<file path="config.mk">
export PLATFORM = sky130hd
export DESIGN_NAME = pfa_div
export DESIGN_NICKNAME = d
export VERILOG_FILES = /design/src/assert_macros.svh /design/src/pfa_pkg.sv /design/src/pfa_div.sv
export SDC_FILE = /design/constraint.sdc
export NUM_CORES = 1
export LEC_CHECK = 0
export BUFFER_PORTS_ARGS = -buffer_cell sky130_fd_sc_hd__buf_2
export CORE_MARGIN = 5
export CORE_UTILIZATION = 55
export DETAILED_ROUTE_END_ITERATION = 7
export PLACE_DENSITY = 0.79
export SETUP_SLACK_MARGIN = 0.15
export SLEW_MARGIN = 40
export SYNTH_ARGS = -nofsm -noshare
export SYNTH_HDL_FRONTEND = slang
export SYNTH_SLANG_ARGS = --single-unit
</file>
<file path="constraint.sdc">
create_clock -name i_clk -period 3.45 [get_ports i_clk]
set_clock_uncertainty 0.1 [all_clocks]
set_input_delay 0.69 -clock i_clk [delete_from_list [all_inputs] [get_ports i_clk]]
set_output_delay 0.69 -clock i_clk [all_outputs]
set_load 0.03 [all_outputs]
</file>
<file path="src/assert_macros.svh">
// assertion macros shared by the allocator modules
// no dependencies; included by the files that carry assertions
`ifndef ASSERT_MACROS_SVH
`define ASSERT_MACROS_SVH

// same-cycle implication, reset disables the check
`define PFA_ASSERT_SAME(lbl, clk, rst_n, ante, cons, msg) \
    lbl: assert property (@(posedge clk) disable iff (!(rst_n)) (ante) |-> (cons)) \
        else $error(msg);

// next-cycle implication, reset disables the check
`define PFA_ASSERT_NEXT(lbl, clk, rst_n, ante, cons, msg) \
    lbl: assert property (@(posedge clk) disable iff (!(rst_n)) (ante) |=> (cons)) \
        else $error(msg);

`endif

</file>
<file path="src/pfa_pkg.sv">
// shared types and constants of the page frame allocator
// no dependencies; used by every module and interface of the block
`timescale 1ns / 1ps

package pfa_pkg;

    localparam int SIZE_W      = 16;   // block_size, owner_id, free size
    localparam int PAGE_W      = 11;   // page_size register
    localparam int CHG_W       = 14;   // frames_changed result field
    localparam int CFG_IDX_W   = 1;
    localparam int CFG_DATA_W  = 16;
    localparam int DIV_CNT_W   = $clog2(SIZE_W);

    localparam int DEF_NUM_FRAMES = 8192;
    localparam int DEF_OWNER_BITS = 16;

    localparam logic [PAGE_W-1:0] RESET_PAGE_SIZE  = PAGE_W'(1);
    localparam logic [SIZE_W-1:0] RESET_TOTAL_SIZE = SIZE_W'(8192);

    typedef enum logic [CFG_IDX_W-1:0] {
        REG_PAGE_SIZE  = 1'b0,
        REG_TOTAL_SIZE = 1'b1
    } t_reg_idx;

    typedef enum logic {
        OP_ALLOC = 1'b0,
        OP_FREE  = 1'b1
    } t_op;

    // controller to datapath
    typedef struct packed {
        logic clr_run;
        logic load;
        logic scan_start;
        logic scan_run;
        logic finish;
    } t_cmd;

    // datapath to controller
    typedef struct packed {
        logic clr_last;
        logic div_done;
        logic fits;
        logic scan_done;
        logic out_free;
    } t_sts;

endpackage

</file>
<file path="src/pfa_div.sv">
// restoring divider, one quotient bit per cycle, frame count = size / page size
// depends on pfa_pkg; a zero divisor yields a zero quotient
`timescale 1ns / 1ps

module pfa_div (
    input  logic                       i_clk,
    input  logic                       i_rst_n,
    input  logic                       i_start,
    input  logic [pfa_pkg::SIZE_W-1:0] i_dividend,
    input  logic [pfa_pkg::PAGE_W-1:0] i_divisor,
    output logic                       o_done,
    output logic [pfa_pkg::SIZE_W-1:0] o_quotient
);

    logic                          r_busy;
    logic                          r_done;
    logic [pfa_pkg::DIV_CNT_W-1:0] r_cnt;
    logic [pfa_pkg::PAGE_W-1:0]    r_rem;
    logic [pfa_pkg::SIZE_W-1:0]    r_quo;
    logic [pfa_pkg::PAGE_W-1:0]    r_dvs;

    logic [pfa_pkg::PAGE_W:0]      shifted;
    logic [pfa_pkg::PAGE_W+1:0]    diff;
    logic                          ge;
    logic [pfa_pkg::PAGE_W-1:0]    n_rem;

    always_comb begin
        shifted = {r_rem, r_quo[pfa_pkg::SIZE_W-1]};
        diff    = {1'b0, shifted} - {2'b00, r_dvs};
        ge      = !diff[pfa_pkg::PAGE_W+1];
        n_rem   = ge ? diff[pfa_pkg::PAGE_W-1:0] : shifted[pfa_pkg::PAGE_W-1:0];
    end

    always_ff @(posedge i_clk) begin
        if (!i_rst_n) begin
            r_busy <= 1'b0;
            r_done <= 1'b0;
            r_cnt  <= '0;
        end else if (i_start) begin
            r_busy <= 1'b1;
            r_done <= 1'b0;
            r_cnt  <= '0;
        end else if (r_busy) begin
            r_cnt <= r_cnt + 1'b1;
            if (r_cnt == pfa_pkg::DIV_CNT_W'(pfa_pkg::SIZE_W - 1)) begin
                r_busy <= 1'b0;
                r_done <= 1'b1;
            end
        end else begin
            r_done <= 1'b0;
        end
    end

    always_ff @(posedge i_clk) begin
        if (i_start) begin
            r_quo <= i_dividend;
            r_rem <= '0;
            r_dvs <= i_divisor;
        end else if (r_busy) begin
            r_quo <= {r_quo[pfa_pkg::SIZE_W-2:0], ge};
            r_rem <= n_rem;
        end
    end

    assign o_done     = r_done;
    assign o_quotient = (r_dvs == '0) ? '0 : r_quo;

endmodule

</file>
==> metrics.md <==
| Metric | Value |
|---|---|
| CP Max Fanout | 15 |
| DR WL/cell | 15.6 um |
| Commonest cells after routing, fill and taps aside | 46 x buf_2, 27 x edfxtp_1, 19 x nor2_1 |
| Relative slew slack | 55.6% |
| Highest clock rate | 345 MHz |
| Crit-path cells | nor4_1 > nand3_1 > and2_1 > buf_2 |
| CP delay by family, top | simple AND/OR/NAND/NOR gates |
| CTS tree | done |
| VDD IR-drop max | 0.334 mV |
| Clk sink count | 44 |
| PwrDens | 472 mW/mm^2 |
| Slew Viols, Final | 0 |
| Share of cells above drive strength 1 | 29.3% |
| CP max-delay cell | nor4_1 |
| DRT antenna net count | 0 |
| Final setup viols | 0 |
| Final hold violation count | 0 |
| Cell area after synthesis | 0.00240 sq mm |
| Final core occ | 64.8% |
| Clk_lat worst skew | 0.30 ns |
| Most common cell after layout, fill and taps aside | buf_2 |
| Root Driver | clkbuf_8 |
| Status | finished clean |
| Worst min-delay path class | reg -> reg |
| Total gr overflow | 0 |
| Clock transition at path regs | 0.09 ns |
| Drt pass-1 iters | 4 |
| DR vias | 1841 |
| Global-route wire length before repair | 8730 um |
| CP Capture Type | output pin |
| Drc violations | 0 |
| Asr flop ratio synth | 0% |
| Period utilization | 84.0% |
| Tot Pwr | 0.00132 W |
| Die width | 76.0 um |
| WHS | 0.399 ns |
| Synth warn | 0 |
| Startpoint Class | flip-flop |
| Total track usage | 18.2% |
| CP Buf/Inv Count | 1 |
| Post-synth EDFFs | 27 |
| # rows | 24 |
| Die ar. | 0.00578 sq mm |
| Synth cell types | 51 |
| Setup CP Type | reg -> out |
| Largest net degree at the start of global routing | 39 |
| Post_cts resized | 0 |
| Gate Count Post-Synth | 221 |
| Seq cells post-synth | 44 |
| DP Wirelength | 3690 um |
| Post-Syn Area per Cell | 10.8 sq um |
| Vias in the first global route | 1816 |
| Maxcap violations | 0 |
| Routed Wire Length | 5020 um |
| Area Growth Syn to Fin | 16.1% |
| Clock buffer depth | 2 |
| Sequential area share after synthesis | 48.0% |
| # hold bufs at CTS | 0 |
| Arr. time, crit path | 2.11 ns |
| Leakage | 1.16 nW |
| Nets | 312 |
| Setup TNS | 0 ns |
| Drt via density | 5.72 |
| RSZ-0062 raised after global routing | false |
| Core area | 0.00429 sq mm |
| Total CTS buffers | 5 |
| H-Tree Depth | 2 |
| Initial Util | 55.8% |
| Period minus WS final | 2.90 ns |
| Measured slew at the worst slew-check pin | 0.666 ns |
| Antenna cells | 0 |
| Initial DRC count | 193 |
| Primary FF master, synth | edfxtp_1 |
| Die H | 76.0 um |
| Ports | 47 |
| GP Congestion | 0.932 |
| Port bufs | 46 |
| Setup Fix Bufs, Post-CTS | 0 |
| Mapped Nets | 264 |
| Max stage delay on crit path | 0.45 ns |
| Crit path required time | 2.66 ns |
| Initial antenna violation count | 0 |
## flip-flops by register name (all words and copies together), names as in the netlist
register / cells
o_done: 1
r_quo: 16
r_busy: 1
r_rem: 11
r_dvs: 11
r_cnt: 4
## through the flow
step | instance area, sq um | std cells | worst slack (ns)
final | 2780 | 322 | 0.551
after global routing | 2780 | 322 | 0.369
after CTS | 2780 | 322 | 0.575
after detailed placement | 2670 | 314 | 0.868
after global placement | 2670 | 314 | 0.910
after floorplan | 2400 | 221 | 1.05
## where the power goes
part           internal (W)  switching (W)
logic              0.000117       0.000167
registers          0.000606      0.0000267
clock network      0.000214       0.000185
## worst register-to-register path: stages, from the launching register on
cell	delay, ns
edfxtp_1	0.37
inv_1	0.07
ha_1	0.22
fa_1	0.45
nor2b_4	0.14
o2111a_2	0.24
o2111ai_2	0.16
and3_1	0.30
a2111oi_0	0.41
o31ai_1	0.10
## Yosys cell counts (2+ instances only)
cell type | count | share of area, %
xor2_1 | 3 | 1.1
inv_1 | 16 | 2.5
edfxtp_1 | 27 | 34
dfxtp_1 | 17 | 14
a31oi_1 | 3 | 0.78
and2_1 | 15 | 3.9
xnor2_1 | 4 | 1.5
nand2_1 | 12 | 1.9
mux2i_1 | 3 | 1.3
mux2_2 | 16 | 7.5
ha_1 | 12 | 6.3
o21a_1 | 5 | 1.6
buf_1 | 2 | 0.31
o211ai_1 | 2 | 0.63
o21ai_0 | 5 | 1.0
nand2b_1 | 5 | 1.3
nor3_1 | 4 | 0.84
clkbuf_1 | 3 | 0.47
nor2_1 | 19 | 3.0
o311a_1 | 2 | 0.84
nor4_1 | 2 | 0.52
and3_1 | 2 | 0.52
a311oi_1 | 3 | 1.1
nand3_1 | 4 | 0.84
a21oi_1 | 8 | 1.7
a211oi_1 | 2 | 0.63
## routing by layer
metal / global-route usage, % / wire length (um)
met1: 25.2 / 2270
met2: 28.0 / 2300
met3: 4.85 / 385
met4: 5.34 / 70
met5: 0 / 0
## cell families after synthesis
group	share of synthesized area [%]
AND/OR/NAND/NOR	15.0
buffers and inverters	3.97
XOR/XNOR	2.56
flip-flops	48.0
adder cells (fa/ha/maj)	7.10
multiplexers	8.77
AO/OA/AOI/OAI	14.6
## path summary, 6_finish.rpt
path              from            end  slack [ns]  cells past startpoint
max          r_dvs[10]  o_quotient[4]        0.55                      4
max reg2reg  r_quo[15]       r_rem[8]        0.78                      9
min reg2reg  r_rem[10]      r_rem[10]        0.40                      2
min          r_rem[10]      r_rem[10]        0.40                      2
## final cells by class
type | instances | area [sq um]
repair buffers | 48 | 245
clock buffers | 5 | 68.8
fillers | 333 | 1510
well taps | 52 | 65.1
flip-flops and latches | 44 | 1150
inverters | 16 | 60.1
multi-input cells | 154 | 1150
clock inverters | 3 | 42.5
No activity file was read; power rests on OpenSTA's default activity.
