$ cat config.mk
export PLATFORM = sky130hd
export DESIGN_NAME = pfa_ctrl
export DESIGN_NICKNAME = d
export VERILOG_FILES = /design/src/pfa_pkg.sv /design/src/pfa_ctrl.sv
export VERILOG_INCLUDE_DIRS = /design/src /design/src/src
export SDC_FILE = /design/constraint.sdc
export NUM_CORES = 1
export LEC_CHECK = 0
export BUFFER_PORTS_ARGS = -buffer_cell sky130_fd_sc_hd__buf_2
export CORE_AREA = 2 2 39 41
export CTS_CLUSTER_SIZE = 30
export DETAILED_ROUTE_END_ITERATION = 8
export DIE_AREA = 0 0 41 43
export GPL_TIMING_DRIVEN = 0
export SLEW_MARGIN = 20
export SYNTH_ARGS = -nofsm -noshare
export SYNTH_HDL_FRONTEND = slang
export SYNTH_SLANG_ARGS = --single-unit
$ cat constraint.sdc
create_clock -name i_clk -period 1.9 [get_ports i_clk]
set_input_delay 0.285 -clock i_clk [delete_from_list [all_inputs] [get_ports i_clk]]
set_output_delay 0.285 -clock i_clk [all_outputs]
set_load 0.01 [all_outputs]
$ cat src/assert_macros.svh
// assertion macros shared by the allocator modules
// no dependencies; included by the files that carry assertions
`ifndef ASSERT_MACROS_SVH
`define ASSERT_MACROS_SVH

// same-cycle implication, reset disables the check
`define PFA_ASSERT_SAME(lbl, clk, rst_n, ante, cons, msg) \
    lbl: assert property (@(posedge clk) disable iff (!(rst_n)) (ante) |-> (cons)) \
        else $error(msg);

// next-cycle implication, reset disables the check
`define PFA_ASSERT_NEXT(lbl, clk, rst_n, ante, cons, msg) \
    lbl: assert property (@(posedge clk) disable iff (!(rst_n)) (ante) |=> (cons)) \
        else $error(msg);

`endif

$ cat src/pfa_pkg.sv
// shared types and constants of the page frame allocator
// no dependencies; used by every module and interface of the block
`timescale 1ns / 1ps

package pfa_pkg;

    localparam int SIZE_W      = 16;   // block_size, owner_id, free size
    localparam int PAGE_W      = 11;   // page_size register
    localparam int CHG_W       = 14;   // frames_changed result field
    localparam int CFG_IDX_W   = 1;
    localparam int CFG_DATA_W  = 16;
    localparam int DIV_CNT_W   = $clog2(SIZE_W);

    localparam int DEF_NUM_FRAMES = 8192;
    localparam int DEF_OWNER_BITS = 16;

    localparam logic [PAGE_W-1:0] RESET_PAGE_SIZE  = PAGE_W'(1);
    localparam logic [SIZE_W-1:0] RESET_TOTAL_SIZE = SIZE_W'(8192);

    typedef enum logic [CFG_IDX_W-1:0] {
        REG_PAGE_SIZE  = 1'b0,
        REG_TOTAL_SIZE = 1'b1
    } t_reg_idx;

    typedef enum logic {
        OP_ALLOC = 1'b0,
        OP_FREE  = 1'b1
    } t_op;

    // controller to datapath
    typedef struct packed {
        logic clr_run;
        logic load;
        logic scan_start;
        logic scan_run;
        logic finish;
    } t_cmd;

    // datapath to controller
    typedef struct packed {
        logic clr_last;
        logic div_done;
        logic fits;
        logic scan_done;
        logic out_free;
    } t_sts;

endpackage

$ cat src/pfa_ctrl.sv
// controller state machine: clearing pass, divide, table scan, result hand-off
// depends on pfa_pkg command and status structs and assert_macros.svh
`timescale 1ns / 1ps
`include "assert_macros.svh"

module pfa_ctrl (
    input  logic          i_clk,
    input  logic          i_rst_n,
    input  logic          i_req_valid,
    output logic          o_req_ready,
    input  pfa_pkg::t_sts i_sts,
    output pfa_pkg::t_cmd o_cmd
);

    typedef enum logic [4:0] {
        S_CLEAR = 5'b00001,
        S_IDLE  = 5'b00010,
        S_DIV   = 5'b00100,
        S_SCAN  = 5'b01000,
        S_DONE  = 5'b10000
    } t_state;

    t_state r_state;
    t_state n_state;

    always_comb begin
        n_state     = r_state;
        o_cmd       = '0;
        o_req_ready = 1'b0;
        case (r_state)
            S_CLEAR: begin
                o_cmd.clr_run = 1'b1;
                if (i_sts.clr_last) begin
                    n_state = S_IDLE;
                end
            end
            S_IDLE: begin
                o_req_ready = 1'b1;
                if (i_req_valid) begin
                    o_cmd.load = 1'b1;
                    n_state    = S_DIV;
                end
            end
            S_DIV: begin
                if (i_sts.div_done) begin
                    if (i_sts.fits) begin
                        o_cmd.scan_start = 1'b1;
                        n_state          = S_SCAN;
                    end else begin
                        n_state = S_DONE;
                    end
                end
            end
            S_SCAN: begin
                o_cmd.scan_run = 1'b1;
                if (i_sts.scan_done) begin
                    n_state = S_DONE;
                end
            end
            S_DONE: begin
                if (i_sts.out_free) begin
                    o_cmd.finish = 1'b1;
                    n_state      = S_IDLE;
                end
            end
            default: begin
                n_state = S_CLEAR;
            end
        endcase
    end

    always_ff @(posedge i_clk) begin
        if (!i_rst_n) begin
            r_state <= S_CLEAR;
        end else begin
            r_state <= n_state;
        end
    end

    `PFA_ASSERT_SAME(a_finish_needs_slot, i_clk, i_rst_n, o_cmd.finish, i_sts.out_free, "result committed while output register busy")
    `PFA_ASSERT_NEXT(a_load_to_div, i_clk, i_rst_n, o_cmd.load, r_state == S_DIV, "request transfer did not start the divide")
    `PFA_ASSERT_NEXT(a_refused_skips_scan, i_clk, i_rst_n, (r_state == S_DIV) && i_sts.div_done && !i_sts.fits, r_state == S_DONE, "refused allocation entered the scan")

endmodule

==> results of run 1 <==
[layout by cell type (no fill, tap or decap)]
cell type and instances:
buf_2 13, nor2_1 5, dfxtp_1 5, nand2_1 4
nand3_1 3, nor2b_1 3, nor4b_1 3, clkbuf_4 3
buf_4 2, buf_6 2, nand2b_1 2, o21ai_1 2
nor4_2 1, or3_4 1, inv_1 1, nor4b_4 1
and2_1 1, and4b_1 1, o211ai_1 1, nand4_1 1
xor2_1 1, nor4b_2 1, nor4_1 1, a211o_1 1
o21a_1 1, nor3_1 1, or3b_1 1, a21oi_1 1
a31oi_1 1, nor3b_1 1, xnor2_1 1, o32ai_1 1
and4_1 1, clkbuf_1 1
[power groups by stage]
stage | Clock (mW) | Sequential (mW) | Combinational, mW
after CTS | 0.131 | 0.135 | 0.165
after global placement | 0 | 0.135 | 0.162
after global routing | 0.137 | 0.135 | 0.183
final | 0.125 | 0.135 | 0.165
after floorplan | 0 | 0.131 | 0.124
after detailed placement | 0 | 0.137 | 0.164
[layer usage]
layer	GRT usage (%)	share of wire, %	vias up
met5	0	0	-
met4	5.33	0.76	0
met3	4.71	5.7	2
met2	20.0	46	15
met1	15.5	47	207
li1	-	-	228
[final cells by class]
class                      count  area [sq um]
inverter                       1          3.75
clock buffer                   4          26.3
buffer                         4          37.5
fill                         151           832
multi-input combinational     42           299
sequential                     5           100
timing repair buffer          13          65.1
tap                           16          20.0
[worst max-delay path, delay by kind of cell (launching register included)]
family,cells,cell delay (ps)
simple gates,2,640
flops,1,330
buf+inv,2,320
[per-stage QoR]
stage	cell area, sq um	utilization [%]	power [mW]
after CTS	552	39.9	0.431
after global routing	552	39.9	0.456
final	552	39.9	0.424
after global placement	526	38.0	0.297
after floorplan	440	-	0.256
after detailed placement	526	38.0	0.301
[Yosys cell counts (2+ instances only)]
cell,number,area share [%]
dfxtp_1,5,23
nor2_1,5,4.3
nand2_1,4,3.4
nand3_1,3,3.4
nor2b_1,3,4.3
nor4b_1,3,6.0
buf_4,2,3.4
buf_6,2,5.1
nand2b_1,2,2.8
o21ai_1,2,2.3
[worst min-delay path by stage]
stage | depth (start not counted) | endpoint
after floorplan | 1 | r_state[0]
after global routing | 2 | r_state[0]
final | 2 | r_state[0]
after CTS | 2 | r_state[0]
after global placement | 2 | r_state[0]
after detailed placement | 2 | r_state[0]
[cells by family (layout without fill, tap and decap cells)]
family                    count (synthesis)  after routing
AOI/OAI and AO/OA                         8              8
xor gates and xnor gates                  2              2
buffers and inverters                     5             22
DFF                                       5              5
and+or+nand+nor                          32             32
==> metrics.md, run 1 <==
| Metric | Value |
|---|---|
| Die area | approximately 1800 sq um |
| Skew final | 0.760 ps |
| Power density over cell area | slightly below 800 nW/um^2 |
| CP Capture Point | o_cmd[2] |
| Post-synthesis adder-cell area fraction | 0% |
| Warnings, synthesis | 0 |
| Async set-reset flop share out of synthesis | 0% |
| Biggest regs | r_state x5 |
| Total Routing Usage GR | between 10% and 20% |
| Global route overflow | 0 |
| Gpl congestion | around 0.75 |
| # hold bufs at CTS | 0 |
| Ys flop type | dfxtp_1 |
| N_diodes | 0 |
| CP Data Arrival Time | around 1500 ps |
| Post-CTS Setup Inserts | 0 |
| DR vias/cell | approximately 5.3 |
| DRT Wirelength | 1.05 mm |
| Least-Margin Pin Slew | approximately 440 ps |
| Syn Area/Cell | 8.47 sq um |
| Final net count | between 70 and 80 |
| Worst setup startpoint | r_state[0] |
| Drt pass-1 iters | 4 |
| VDD IR-drop max | 369 uV |
| Hold path startpoint | i_sts[4] |
| Most flops, register | r_state |
| Final Hold Slack | between 200 and 300 ps |
| Sw Share | between 30% and 40% |
| Logic pwr share | 38.8% |
| Endpoints failing setup | 0 |
| Setup WS post-layout | 81.5 ps |
| CP Max Fanout | 10 |
| Reg2reg setup slack | between 300 and 400 ps |
| Horiz. Die Dim | 41 um |
| CTS tree | built |
| Multiplexer share of the synthesized area | 0% |
| Post-route clock period utilization | between 90% and 100% |
| Detailed Place HPWL | around 780 um |
| Crit Path Category | flip-flop to output port |
| Rel. slew slack | between 70% and 80% |
| Seq/Total Area, Yosys | 22.7% |
| First-pass GRT wire length | between 1.5 and 2 mm |
| H-tree depth | 1 |
| Initial Util | a little under a third |
| Max Fclk | around 550 MHz |
| Mapped Nets | 60 |
| XOR/XNOR Fraction of Synth Area | approximately 4.0% |
| Max-cap viol count | 0 |
| Vias in the first global route | 380 |
| Internal power | 0.275 mW |
| CP Capture Type | output port |
| RSZ-0062 raised after global routing | false |
| EDFF count, synth | 0 |
| Final hold violations | 0 |
| Num CTS Buffers | 3 |
| Buffers on Ports | 13 |
| Post-CTS Resized | 0 |
| Hold Path Class | input port to flip-flop |
| Setup TNS | 0 ps |
| CP Data Required Time | between 1500 and 2000 ps |
| Vias post-DR | between 400 and 500 |
| Leak | around 0.23 nW |
| Crit path cell chain | buf_6 > or3_4 > nor4b_4 > buf_2 |
| Synth Area in Compound Gates | between 10% and 20% |
| I/O pins | 14 |
| Initial drt markers | 8 |
| Layout cells sized above 1 | between 30% and 40% |
| Clock transition at path regs | roughly 40 ps |
| Critical path launch point type | flip-flop |
| Number of synthesized register bits | 5 |
| Core Footprint | between 1000 and 1500 sq um |
| Clock sinks | 5 |
| Cells after Synth | between 50 and 60 |
| Largest family of logic cells by synthesized area | simple AND/OR/NAND/NOR gates |
| Final Max Tran Viols | 0 |
| Sequential share of power | 31.8% |
| Worst flop-to-flop path endpoint | r_state[1] |
| Area delta synth->final | 25.3% |
| Worst r2r path cells | 5 |
| Mapped cell area | roughly 440 sq um |
| Initial antenna violation count | 0 |
| Period minus WS final | approximately 1800 ps |
| Std-Cell Rows | 14 |
| Place WS | 352 ps |
| DRT antenna net count | 0 |
| Largest net degree at the start of global routing | 11 |
| DRC violations left | 0 |
| Count of cell types in the netlist | 31 |
| Clock tree buffer depth | 2 |
| Clk Latency, worst-skew pair | about 240 ps |
| Net switching power | ~0.15 mW |
| Clock Tree Root | clkbuf_4 |
| DR WL/cell | around 12 um |
| Max incr delay on CP | 360 ps |
| Outcome | complete, no violations |
| Clock share of power | ~30% |
| Placed instance count | 81 |
| Largest register FFs | 5 |
| CP max-delay cell | or3_4 |
| Simple-Gate Fraction of Synth Area | around half |
| Critical R2R Launch | r_state[2] |
| Non-Filler Instances | between 80 and 90 |
| Die span in y | about 43 um |
Power figures use the tool's default switching activity.
==> run 2: changes to the inputs <==
Settings changed: BUFFER_PORTS_ARGS -buffer_cell sky130_fd_sc_hd__buf_2 to -buffer_cell sky130_fd_sc_hd__buf_4, CELL_PAD_IN_SITES_DETAIL_PLACEMENT set to 1, CELL_PAD_IN_SITES_GLOBAL_PLACEMENT set to 1, PLACE_DENSITY_LB_ADDON set to 0.1.
==> metrics.md, run 2 (synthesis results as in run 1) <==
| Metric | Value |
|---|---|
| Final Util | 42.2% (+2.4 points) |
| Power density over cell area | 740 nW/um^2 (-3.7%) |
| Initial Util | 31.8% (unchanged) |
| Place WS | 337 ps (-14.4 ps) |
| Vias in the first global route | 417 (+9.7%) |
| DR vias/cell | 5.35 (+0.66%) |
| Crit path cell chain | buf_6 > or3_4 > nor4b_4 > buf_4 |
| Clock sinks | 5 (unchanged) |
| Post-CTS Resized | 0 (unchanged) |
| Std-Cell Rows | 14 (unchanged) |
| Worst r2r path cells | 5 (unchanged) |
| CP Data Required Time | 1620 ps (about the same) |
| Bufs and invs on worst path | 2 (unchanged) |
| Num CTS Buffers | 3 (unchanged) |
| First-pass GRT wire length | 1.85 mm (+21%) |
| Clock tree buffer depth | 2 (unchanged) |
| I/O pins | 14 (unchanged) |
| Drt pass-1 iters | 2 (-2) |
| Biggest regs | r_state x5 |
| Max Fclk | 567 MHz (+3.1%) |
| Global route overflow | 0 (unchanged) |
| Detailed Place HPWL | 898 um (+15%) |
| Most common cell after layout, fill and taps aside | buf_4 |
| Crit Path Category | flip-flop to output port |
| VDD IR-drop max | 565 uV (+53%) |
| Skew final | 6.29 ps (+5.53 ps) |
| Horiz. Die Dim | 41 um (unchanged) |
| Largest register FFs | 5 (unchanged) |
| Clock transition at path regs | 40 ps (about the same) |
| Critical path's top delay family | simple AND/OR/NAND/NOR gates |
| Final Max Tran Viols | 0 (unchanged) |
| DR WL/cell | 12.9 um (+4.2%) |
| Core Footprint | 1380 sq um (unchanged) |
| Most flops, register | r_state |
| Most frequent cells in the layout | buf_4, nor2_1, dfxtp_1, nand2_1 |
| Setup TNS | 0 ps (unchanged) |
| Endpoints failing setup | 0 (unchanged) |
| Outcome | complete, no violations |
| Least-Margin Pin Slew | 399 ps (-39.1 ps) |
| Vias post-DR | 455 (+0.66%) |
| CTS tree | built |
| Max incr delay on CP | 360 ps (about the same) |
| Post-DP Area | 558 sq um (+6.2%) |
| Setup WS post-layout | 137 ps (+55.3 ps) |
| Reg2reg setup slack | 450 ps (+60 ps) |
| Initial drt markers | 4 (-4) |
| Leak | 0.232 nW (+2.9%) |
| Die span in y | 43 um (unchanged) |
| Total Routing Usage GR | 15.4% (+2.5 points) |
| Die area | 1760 sq um (unchanged) |
| CP max-delay cell | or3_4 |
| CP Capture Type | output port |
| Clock Tree Root | clkbuf_4 |
| Hold path startpoint | i_sts[4] |
| N_diodes | 0 (unchanged) |
| # hold bufs at CTS | 0 (unchanged) |
| Finished Cell Area | 584 sq um (+5.9%) |
| DRT Wirelength | 1.09 mm (+4.2%) |
| CP Data Arrival Time | 1480 ps (-50 ps) |
| Clk Latency, worst-skew pair | 240 ps (about the same) |
| WHS Path Cells | 2 (unchanged) |
| H-tree depth | 1 (unchanged) |
| Post-route clock period utilization | 92.8% (-2.9 points) |
| Hold Path Class | input port to flip-flop |
| Period minus WS final | 1760 ps (-55.3 ps) |
| Final net count | 78 (unchanged) |
| Max-cap viol count | 0 (unchanged) |
| Critical path launch point type | flip-flop |
| DRT antenna net count | 0 (unchanged) |
| Post-CTS Setup Inserts | 0 (unchanged) |
| Layout cells sized above 1 | 34.8% (unchanged) |
| Area delta synth->final | 32.7% |
| RSZ-0062 raised after global routing | false |
| Largest net degree at the start of global routing | 11 (unchanged) |
| Gpl congestion | 0.673 (-9.8%) |
| Hold Path End | r_state[0] |
| Worst flop-to-flop path endpoint | r_state[1] |
| CP Max Fanout | 10 (unchanged) |
| Critical R2R Launch | r_state[2] |
| Rel. slew slack | 73.2% (+2.6 points) |
| Buffers on Ports | 13 (unchanged) |
| Final hold violations | 0 (unchanged) |
| Fillers | 181 (+20%) |
| Initial antenna violation count | 0 (unchanged) |
| DRC violations left | 0 (unchanged) |
==> run 2: changes by cell type in the layout (fill, tap and decap cells not counted) <==
cell / change
buf_2: -13
buf_4: +13
==> run 2: how the worst max path moves through the flow <==
| stage | startpoint | end | slack (ps) | cells past startpoint |
|---|---|---|---|---|
| 4_1_cts | r_state[0] | o_cmd[2] | 80 | 4 |
| 3_5_place_dp | r_state[0] | o_cmd[2] | 340 | 4 |
| 3_3_place_gp | r_state[0] | o_cmd[2] | 350 | 4 |
| 2_1_floorplan | r_state[4] | o_cmd[2] | 490 | 3 |
| 5_1_grt | r_state[0] | o_cmd[2] | 40 | 4 |
| 6_report | r_state[0] | o_cmd[2] | 140 | 4 |
==> run 2: layer usage <==
metal / track usage [%] / routed length (um) / vias to the layer above
li1: - / - / 229
met5: 0 / 0 / -
met3: 7.85 / 78 / 0
met1: 19.9 / 487 / 212
met2: 23.1 / 528 / 14
met4: 2.00 / 0 / 0
==> run 2: power by group <==
part	internal [mW]	switching, mW	leakage, nW
Sequential	0.117	0.0169	0.0408
Combinational	0.0878	0.0872	0.176
Clock	0.0794	0.0441	0.0150
==> run 2: area by class of cell <==
| cell class | instances | area [sq um] | share of cell area (%) |
|---|---|---|---|
| tap | 16 | 20.0 | 3.43 |
| inverter | 1 | 3.75 | 0.642 |
| sequential | 5 | 100 | 17.1 |
| buffer | 4 | 37.5 | 6.42 |
| clock buffer | 4 | 26.3 | 4.50 |
| timing repair buffer | 13 | 97.6 | 16.7 |
| multi-input combinational | 42 | 299 | 51.2 |
==> run 2: per-stage QoR <==
| step | power, mW | hold WS, ps | std cells |
|---|---|---|---|
| 4_1_cts | 0.441 | 236 | 85 |
| 3_3_place_gp | 0.313 | 491 | 81 |
| 6_report | 0.433 | 241 | 85 |
| 2_1_floorplan | 0.256 | 382 | 52 |
| 3_5_place_dp | 0.314 | 491 | 81 |
| 5_1_grt | 0.472 | 227 | 85 |
